[src/assert_macros.svh]
// Assertion helpers for the RTL
`ifndef ASSERT_MACROS_SVH
`define ASSERT_MACROS_SVH

// Implication checked on every clock, masked during reset
`define ASSERT_IMPL(label, clk, rst, ante, cons) \
  label: assert property (@(posedge clk) disable iff (rst) (ante) |-> (cons)) \
    else $error("assertion failed");

// Next-cycle implication, masked during reset
`define ASSERT_NEXT(label, clk, rst, ante, cons) \
  label: assert property (@(posedge clk) disable iff (rst) (ante) |=> (cons)) \
    else $error("assertion failed");

`endif

[src/fpsc_pkg.sv]
// ----------------------------------------------------------------------------
// fpsc_pkg: shared types and constants
// Operation codes, status codes and the per-item result record.
// ----------------------------------------------------------------------------
`timescale 1ns / 1ps
package fpsc_pkg;

  typedef enum logic [2:0] {
    OP_MCRFS  = 3'd0,
    OP_MFFS   = 3'd1,
    OP_MTFSB0 = 3'd2,
    OP_MTFSB1 = 3'd3,
    OP_MTFSF  = 3'd4,
    OP_MTFSFI = 3'd5,
    OP_FCMPU  = 3'd6,
    OP_FCMPO  = 3'd7
  } op_t;

  typedef enum logic [1:0] {
    ST_OK      = 2'd0,
    ST_ILLEGAL = 2'd1,
    ST_TRAP    = 2'd2
  } status_t;

  localparam logic [31:0] MFFS_HIGH  = 32'hFFF8_0000;
  localparam logic [31:0] FPCC_MASK  = 32'h0000_F800;
  localparam logic [3:0]  CR1_CLEAR  = 4'hE;
  localparam logic [31:0] MTFSF_BAD  = 32'h0201_0000;
  localparam logic [31:0] MTFSFI_BAD = 32'h007F_0800;

  localparam logic [3:0] CC_LT = 4'd8;
  localparam logic [3:0] CC_GT = 4'd4;
  localparam logic [3:0] CC_EQ = 4'd2;
  localparam logic [3:0] CC_UN = 4'd1;

  typedef struct packed {
    logic [31:0] cr_value;
    logic [31:0] fpscr_value;
    logic        fpr_write;
    logic [4:0]  fpr_index;
    logic [63:0] fpr_data;
    logic [1:0]  status;
  } result_t;

  function automatic logic [31:0] mcrfs_clear(input logic [2:0] fld);
    logic [31:0] m;
    unique case (fld)
      3'd0: m = 32'h9000_0000;
      3'd1: m = 32'h0F00_0000;
      3'd2: m = 32'h00F0_0000;
      3'd3: m = 32'h0008_0000;
      3'd5: m = 32'h0000_0100;
      default: m = 32'h0;
    endcase
    return m;
  endfunction

endpackage

[src/fpsc_in_if.sv]
// ----------------------------------------------------------------------------
// fpsc_in_if: instruction channel
// Valid/ready channel carrying one status or compare instruction.
// ----------------------------------------------------------------------------
`timescale 1ns / 1ps
interface fpsc_in_if;
  logic        valid;
  logic        ready;
  logic [2:0]  func;
  logic [31:0] instr;
  logic [63:0] operand_a;
  logic [63:0] operand_b;
  modport source (output valid, func, instr, operand_a, operand_b, input ready);
  modport sink (input valid, func, instr, operand_a, operand_b, output ready);
endinterface

[src/fpsc_out_if.sv]
// ----------------------------------------------------------------------------
// fpsc_out_if: result channel
// Valid/ready channel carrying the register state after one instruction.
// ----------------------------------------------------------------------------
`timescale 1ns / 1ps
interface fpsc_out_if;
  logic        valid;
  logic        ready;
  logic [31:0] cr_value;
  logic [31:0] fpscr_value;
  logic        fpr_write;
  logic [4:0]  fpr_index;
  logic [63:0] fpr_data;
  logic [1:0]  status;
  modport source (output valid, cr_value, fpscr_value, fpr_write, fpr_index,
                  fpr_data, status, input ready);
  modport sink (input valid, cr_value, fpscr_value, fpr_write, fpr_index,
                fpr_data, status, output ready);
endinterface

[src/fpsc_compare.sv]
// ----------------------------------------------------------------------------
// fpsc_compare: double compare on bit patterns
// Produces the LT/GT/EQ/UN code and a NaN flag for two doubles.
// ----------------------------------------------------------------------------
`timescale 1ns / 1ps
module fpsc_compare (
  input  logic [63:0] a,
  input  logic [63:0] b,
  output logic        has_nan,
  output logic [3:0]  code
);
  logic        nan_a;
  logic        nan_b;
  logic [63:0] key_a;
  logic [63:0] key_b;

  assign nan_a = (&a[62:52]) && (|a[51:0]);
  assign nan_b = (&b[62:52]) && (|b[51:0]);
  assign has_nan = nan_a || nan_b;

  // map sign-magnitude onto an unsigned order
  assign key_a = a[63] ? ~a : {1'b1, a[62:0]};
  assign key_b = b[63] ? ~b : {1'b1, b[62:0]};

  always_comb begin
    priority if (has_nan) begin
      code = fpsc_pkg::CC_UN;
    end else if ((a[62:0] | b[62:0]) == 63'd0 || key_a == key_b) begin
      code = fpsc_pkg::CC_EQ;
    end else if (key_a < key_b) begin
      code = fpsc_pkg::CC_LT;
    end else begin
      code = fpsc_pkg::CC_GT;
    end
  end
endmodule

[src/fp_status_control_unit.sv]
// ----------------------------------------------------------------------------
// fp_status_control_unit: FP status and compare unit
// Holds FPSCR and CR and executes one status or compare instruction per item.
// ----------------------------------------------------------------------------
// Channel | Modport | Payload
// in_ch   | sink    | func, instr, operand_a, operand_b
// out_ch  | source  | cr_value, fpscr_value, fpr_write, fpr_index, fpr_data, status
//
// The result is registered and valid in the cycle after the transaction is accepted.
// Throughput: one transaction per cycle unless out_ch stalls; decode, compare
//   and register update all settle between the input handshake and result register.
// Reset clears FPSCR, CR and the result valid flag.
// A stalled result holds; a new transaction is taken whenever the result
//   register is empty or being drained in the same cycle.
// ----------------------------------------------------------------------------
`timescale 1ns / 1ps
`include "assert_macros.svh"
module fp_status_control_unit (
  input logic clk,
  input logic rst,
  fpsc_in_if.sink    in_ch,
  fpsc_out_if.source out_ch
);
  logic [31:0] fp_status;
  logic [31:0] cond_reg;
  logic [31:0] fp_status_next;
  logic [31:0] cond_reg_next;
  logic        out_valid;
  fpsc_pkg::result_t res;
  fpsc_pkg::result_t res_next;

  logic        accept;
  logic [4:0]  rd, ra, rb;
  logic        rc;
  logic        has_nan;
  logic [3:0]  cmp_code;
  logic [31:0] fld_mask;
  logic [31:0] cr1_mask;

  assign rd = in_ch.instr[25:21];
  assign ra = in_ch.instr[20:16];
  assign rb = in_ch.instr[15:11];
  assign rc = in_ch.instr[0];
  assign cr1_mask = {4'h0, fpsc_pkg::CR1_CLEAR, 24'h0};

  // accept while the result slot is free or draining
  assign in_ch.ready = !out_valid || out_ch.ready;
  assign accept = in_ch.valid && in_ch.ready;

  fpsc_compare u_cmp (
    .a       (in_ch.operand_a),
    .b       (in_ch.operand_b),
    .has_nan (has_nan),
    .code    (cmp_code)
  );

  // mtfsf field mask: expand FM bits to nibbles
  always_comb begin
    for (int i = 0; i < 8; i++) begin
      fld_mask[4*i +: 4] = {4{in_ch.instr[17+i]}};
    end
  end

  always_comb begin
    logic [2:0]  src_fld;
    logic [2:0]  dst_fld;
    logic [3:0]  nib;
    logic [2:0]  imm_fld;
    src_fld = ra[4:2];
    dst_fld = rd[4:2];
    nib = fp_status[(5'd28 - {src_fld, 2'b00}) +: 4];
    imm_fld = in_ch.instr[25:23];
    fp_status_next = fp_status;
    cond_reg_next  = cond_reg;
    res_next.fpr_write = 1'b0;
    res_next.fpr_index = 5'd0;
    res_next.fpr_data  = 64'd0;
    res_next.status    = fpsc_pkg::ST_OK;
    unique case (fpsc_pkg::op_t'(in_ch.func))
      fpsc_pkg::OP_MCRFS: begin
        if (rb != 5'd0 || ra[1:0] != 2'd0 || rd[1:0] != 2'd0) begin
          res_next.status = fpsc_pkg::ST_ILLEGAL;
        end else begin
          cond_reg_next[(5'd28 - {dst_fld, 2'b00}) +: 4] = nib;
          fp_status_next = fp_status & ~fpsc_pkg::mcrfs_clear(src_fld);
        end
      end
      fpsc_pkg::OP_MFFS: begin
        if (ra != 5'd0 || rb != 5'd0) begin
          res_next.status = fpsc_pkg::ST_ILLEGAL;
        end else begin
          res_next.fpr_write = 1'b1;
          res_next.fpr_index = rd;
          res_next.fpr_data  = {fpsc_pkg::MFFS_HIGH, fp_status};
          if (rc) cond_reg_next = cond_reg & ~cr1_mask;
        end
      end
      fpsc_pkg::OP_MTFSB0, fpsc_pkg::OP_MTFSB1: begin
        if (ra != 5'd0 || rb != 5'd0) begin
          res_next.status = fpsc_pkg::ST_ILLEGAL;
        end else begin
          fp_status_next[5'd31 - rd] = (in_ch.func == fpsc_pkg::OP_MTFSB1);
          if (rc) cond_reg_next = cond_reg & ~cr1_mask;
        end
      end
      fpsc_pkg::OP_MTFSF: begin
        if ((in_ch.instr & fpsc_pkg::MTFSF_BAD) != 32'd0) begin
          res_next.status = fpsc_pkg::ST_ILLEGAL;
        end else begin
          fp_status_next = (fp_status & ~fld_mask) | (in_ch.operand_b[31:0] & fld_mask);
          if (rc) cond_reg_next = cond_reg & ~cr1_mask;
        end
      end
      fpsc_pkg::OP_MTFSFI: begin
        if ((in_ch.instr & fpsc_pkg::MTFSFI_BAD) != 32'd0) begin
          res_next.status = fpsc_pkg::ST_ILLEGAL;
        end else begin
          fp_status_next[(5'd28 - {imm_fld, 2'b00}) +: 4] = in_ch.instr[15:12];
          if (rc) cond_reg_next = cond_reg & ~cr1_mask;
        end
      end
      fpsc_pkg::OP_FCMPU, fpsc_pkg::OP_FCMPO: begin
        if (rd[1:0] != 2'd0) begin
          res_next.status = fpsc_pkg::ST_ILLEGAL;
        end else if (has_nan && in_ch.func == fpsc_pkg::OP_FCMPO) begin
          res_next.status = fpsc_pkg::ST_TRAP;
        end else begin
          cond_reg_next[(5'd28 - {dst_fld, 2'b00}) +: 4] = cmp_code;
          fp_status_next = (fp_status & ~fpsc_pkg::FPCC_MASK) | {17'd0, cmp_code, 11'd0};
        end
      end
      default: begin
      end
    endcase
    res_next.cr_value    = cond_reg_next;
    res_next.fpscr_value = fp_status_next;
  end

  // advance architectural state and the result register on accept
  always_ff @(posedge clk) begin
    if (rst) begin
      fp_status <= 32'd0;
      cond_reg  <= 32'd0;
      out_valid <= 1'b0;
    end else begin
      if (accept) begin
        fp_status <= fp_status_next;
        cond_reg  <= cond_reg_next;
        out_valid <= 1'b1;
      end else if (out_ch.ready) begin
        out_valid <= 1'b0;
      end
    end
  end

  always_ff @(posedge clk) begin
    if (accept) res <= res_next;
  end

  assign out_ch.valid       = out_valid;
  assign out_ch.cr_value    = res.cr_value;
  assign out_ch.fpscr_value = res.fpscr_value;
  assign out_ch.fpr_write   = res.fpr_write;
  assign out_ch.fpr_index   = res.fpr_index;
  assign out_ch.fpr_data    = res.fpr_data;
  assign out_ch.status      = res.status;

  `ASSERT_NEXT(a_fault_keeps_state, clk, rst,
    accept && res_next.status != fpsc_pkg::ST_OK,
    $stable(fp_status) && $stable(cond_reg))
  `ASSERT_IMPL(a_fpr_only_mffs, clk, rst,
    out_valid && out_ch.fpr_write, out_ch.status == fpsc_pkg::ST_OK)
  `ASSERT_NEXT(a_result_tracks_state, clk, rst,
    accept, out_ch.fpscr_value == fp_status && out_ch.cr_value == cond_reg)
endmodule

[src/flat_wrapper.sv]
// flat-port wrapper written by rule: the top's interface ports become plain ports
module fp_status_control_unit_flat 
  (clk, rst, in_ch_valid, in_ch_func, in_ch_instr, in_ch_operand_a, in_ch_operand_b, in_ch_ready, out_ch_valid, out_ch_cr_value, out_ch_fpscr_value, out_ch_fpr_write, out_ch_fpr_index, out_ch_fpr_data, out_ch_status, out_ch_ready);
  fpsc_in_if in_ch_i ();
  fpsc_out_if out_ch_i ();
  input logic clk;
  input logic rst;
  input wire logic [$bits(in_ch_i.valid)-1:0] in_ch_valid;
  input wire logic [$bits(in_ch_i.func)-1:0] in_ch_func;
  input wire logic [$bits(in_ch_i.instr)-1:0] in_ch_instr;
  input wire logic [$bits(in_ch_i.operand_a)-1:0] in_ch_operand_a;
  input wire logic [$bits(in_ch_i.operand_b)-1:0] in_ch_operand_b;
  output wire logic [$bits(in_ch_i.ready)-1:0] in_ch_ready;
  output wire logic [$bits(out_ch_i.valid)-1:0] out_ch_valid;
  output wire logic [$bits(out_ch_i.cr_value)-1:0] out_ch_cr_value;
  output wire logic [$bits(out_ch_i.fpscr_value)-1:0] out_ch_fpscr_value;
  output wire logic [$bits(out_ch_i.fpr_write)-1:0] out_ch_fpr_write;
  output wire logic [$bits(out_ch_i.fpr_index)-1:0] out_ch_fpr_index;
  output wire logic [$bits(out_ch_i.fpr_data)-1:0] out_ch_fpr_data;
  output wire logic [$bits(out_ch_i.status)-1:0] out_ch_status;
  input wire logic [$bits(out_ch_i.ready)-1:0] out_ch_ready;
  assign in_ch_i.valid = in_ch_valid;
  assign in_ch_i.func = in_ch_func;
  assign in_ch_i.instr = in_ch_instr;
  assign in_ch_i.operand_a = in_ch_operand_a;
  assign in_ch_i.operand_b = in_ch_operand_b;
  assign in_ch_ready = in_ch_i.ready;
  assign out_ch_valid = out_ch_i.valid;
  assign out_ch_cr_value = out_ch_i.cr_value;
  assign out_ch_fpscr_value = out_ch_i.fpscr_value;
  assign out_ch_fpr_write = out_ch_i.fpr_write;
  assign out_ch_fpr_index = out_ch_i.fpr_index;
  assign out_ch_fpr_data = out_ch_i.fpr_data;
  assign out_ch_status = out_ch_i.status;
  assign out_ch_i.ready = out_ch_ready;
  fp_status_control_unit u_core (.clk(clk), .rst(rst), .in_ch(in_ch_i), .out_ch(out_ch_i));
endmodule
[config.mk]
export PLATFORM = sky130hd
export DESIGN_NAME = fp_status_control_unit_flat
export DESIGN_NICKNAME = d
export VERILOG_FILES = /design/src/fpsc_pkg.sv /design/src/fpsc_in_if.sv /design/src/fpsc_out_if.sv /design/src/fpsc_compare.sv /design/src/fp_status_control_unit.sv /design/src/flat_wrapper.sv
export VERILOG_INCLUDE_DIRS = /design/src /design/src/src
export SDC_FILE = /design/constraint.sdc
export NUM_CORES = 1
export LEC_CHECK = 0
export BUFFER_PORTS_ARGS = -buffer_cell sky130_fd_sc_hd__buf_2
export CORE_UTILIZATION = 59
export DETAILED_ROUTE_END_ITERATION = 10
export PLACE_DENSITY_LB_ADDON = 0.25
export SYNTH_ARGS = -nofsm -noshare
export SYNTH_HDL_FRONTEND = slang
export SYNTH_SLANG_ARGS = --single-unit
[constraint.sdc]
create_clock -name clk -period 15.66 [get_ports clk]
set_clock_uncertainty 0.15 [all_clocks]
set_input_delay 4.698 -clock clk [delete_from_list [all_inputs] [get_ports clk]]
set_output_delay 4.698 -clock clk [all_outputs]
set_load 0.05 [all_outputs]
==> impl_results.md <==
* Initial Util at 0.601
* Worst endpoint required time at roughly 11000 ps
* Ports at 305
* Fin crit period at between 10000 and 15000 ps
* Unique masters post-synth at a little over 80
* Worst Hold Class: flip-flop to flip-flop
* CTS tree: yes
* Slew Limit Fails at 0
* Reg2reg end: u_core.fp_status[23]$_SDFFE_PP0P_
* Final wirelength at 41400 microns
* Core Rows at 52
* CP Max Fanout at 3
* Cell area after synthesis at between 10000 and 15000 sq um
* Register Area at about 4400 sq um
* Post-synthesis async set-or-reset flop share at 0
* Dpl cells at 1816
* Post-CTS Resized at 0
* Final Hold Viols at 0
* Residual DRC at 0
* Synth area leader: edfxtp_1
* Area of the multi-input gates at just over 7000 sq um
* YS warnings at 0
* Synth area leaders: edfxtp_1 26%, dfxtp_1 11%, ha_1 6.8%
* Worst vdd ir at roughly 76 uV
* Setup TNS at 0 ps
* Yosys reg bits at 169
* Power, Total at 0.00128 W
* Worst-case reg-to-reg path depth at 7
* Placed cell area at around 13000 sq um
* Area growth syn-to-layout at 15.8%
* Critical path type: input port to output pin
* Layout cells sized above 1 at 0.226
* Final setup violation count at 0
* Htree depth at 4
* Synth top area share at 0.258
* Die ar. at around 21000 sq um
* Latest clock arrival within the worst-skew pair at 440 ps
* R2R Setup Slk at about 13000 ps
* Initial antenna violation count at 3
* Slew margin rel. at 0.233
* List of most frequent post-synthesis cells: 132 x nand2_1, 123 x nor2_1, 104 x edfxtp_1
* Vias/cell at approximately 6.5
* Post-CTS Hold Fix Bufs at 0
* Syn Inst Count at between 1000 and 1500
* Power Density at slightly above 90 nW/um^2
* Status: finished clean
* Leak at about 5.6 nW
* Seq/Total Area, Yosys at 0.365
* Post-layout util at 0.696
* Via count at between 10000 and 15000
* Arrival @ worst endpoint at 5170 ps
* Antenna Nets Post-Route at 0
* Fmax at ~100 MHz
* Vias in the first global route at around 11000
* First-pass GRT wire length at around 63000 microns
* Worst setup EP type: output pin
* First DRT Iteration DRCs at between 1000 and 1500
* Worst Hold Path EP: u_core.cond_reg[26]$_SDFFE_PP0P_
* RR Startpoint: u_core.out_ch.valid$_SDFFE_PP0P_
* Fin area at 14000 sq um
* DP Wirelength at 31100 microns
* Mean Syn Cell Area at 8.93 sq um
* Post-Layout Cell Count at 1850
* Fin crit share at 0.640
* Hold Path Cell Cnt at 2
* # Max-Cap Violations at 0
* Count leader, synth: nand2_1
* Tot GR Track Use at 0.389
* Filler cells at 1576
* Max clock buf depth at 2
* Routed WL per cell at about 22 microns
* Routability cong. at 0.995
* Register clock-pin slew on the reported worst setup and hold paths at about 80 ps
* Num CTS Buffers at 17
* Min-delay src: u_core.cond_reg[26]$_SDFFE_PP0P_
* Synth Flop Type: edfxtp_1
* Area of the core at slightly above 20000 sq um
* Startpoint type of the worst setup path: input port
* Root Buffer: clkbuf_16
* Largest net degree at the start of global routing at 93
* Worst-margin pin slew at around 1100 ps
* Die width at 145 microns
* # port buffers at ~270
* RSZ-0062 raised after global routing: no
* Number of synthesized flops with an enable pin at approximately 100
* DRT Pass-1 Iters at 7
* Die height at about 150 microns
* Sink Count at between 150 and 200
* Largest register FFs at 33
* Fin nets at around 1800
* Grt total ovfl at 0
* Post CTS Setup Buffer Count at 0
metrics by stage:
stage | setup WS, ps | hold slack, ps
after floorplan | 5680 | 282
after global placement | 5650 | 291
after detailed placement | 5640 | 315
after CTS | 5640 | 322
after global routing | 5610 | 360
final | 5640 | 324
metal layers:
| metal | track usage | up-vias | share of wire |
|---|---|---|---|
| li1 | - | 5422 | - |
| met1 | 0.497 | 5580 | 0.39 |
| met2 | 0.635 | 785 | 0.46 |
| met3 | 0.0771 | 149 | 0.10 |
| met4 | 0.186 | 0 | 0.046 |
| met5 | 0 | - | 0 |
cell type report:
cell class / instances / share of cell area
Antenna cell: 2 / 0.000357
Sequential cell: 169 / 0.315
Clock inverter: 14 / 0.0119
Inverter: 9 / 0.00258
Clock buffer: 18 / 0.0321
Timing Repair Buffer: 278 / 0.101
Tap cell: 270 / 0.0241
Multi-Input combinational cell: 1090 / 0.513
placed cells by master, fill, tap and decap left out, drive strengths merged, types with 18 or more instances in the layout:
cell and count:
edfxtp 104, nand4 29, ha 66, xnor2 63
xor2 63, a21oi 102, and2 44, conb 19
dfxtp 65, a221o 18, o21ai 92, nand2 132
nor3 35, mux2i 23, nor4 44, a22oi 25
nand3 29, buf 278, clkbuf 18, nor2 125
cells by family (layout without fill, tap and decap cells):
group           count (synthesis)  in the layout  synth area share
compound gates                361            361             0.196
mux                            35             35            0.0357
flops                         169            169             0.365
buf+inv                       116            319            0.0474
xor+xnor                      126            126            0.0910
other cells                     1             21          0.000309
simple gates                  483            483             0.197
fa+ha+maj                      66             66            0.0681
report_power, final:
part | total, W | internal [W] | switching (W)
Sequential | 0.000510 | 0.000495 | 0.0000154
Clock | 0.000437 | 0.000225 | 0.000211
Combinational | 0.000329 | 0.000102 | 0.000227
Total | 0.00128 | 0.000822 | 0.000453
critical path: stages:
cell and delay, ps:
buf_2 90, nand2b_1 160, buf_2 220
how the worst max path moves through the flow:
stage | from | endpoint | slack, ps | depth (start not counted)
after global placement | out_ch_ready | in_ch_ready | 5650 | 3
after detailed placement | out_ch_ready | in_ch_ready | 5640 | 3
after floorplan | out_ch_ready | in_ch_ready | 5680 | 1
after global routing | out_ch_ready | in_ch_ready | 5610 | 3
after CTS | out_ch_ready | in_ch_ready | 5640 | 3
final | out_ch_ready | in_ch_ready | 5640 | 3
Note: power is estimated with default switching activity, not from simulation.
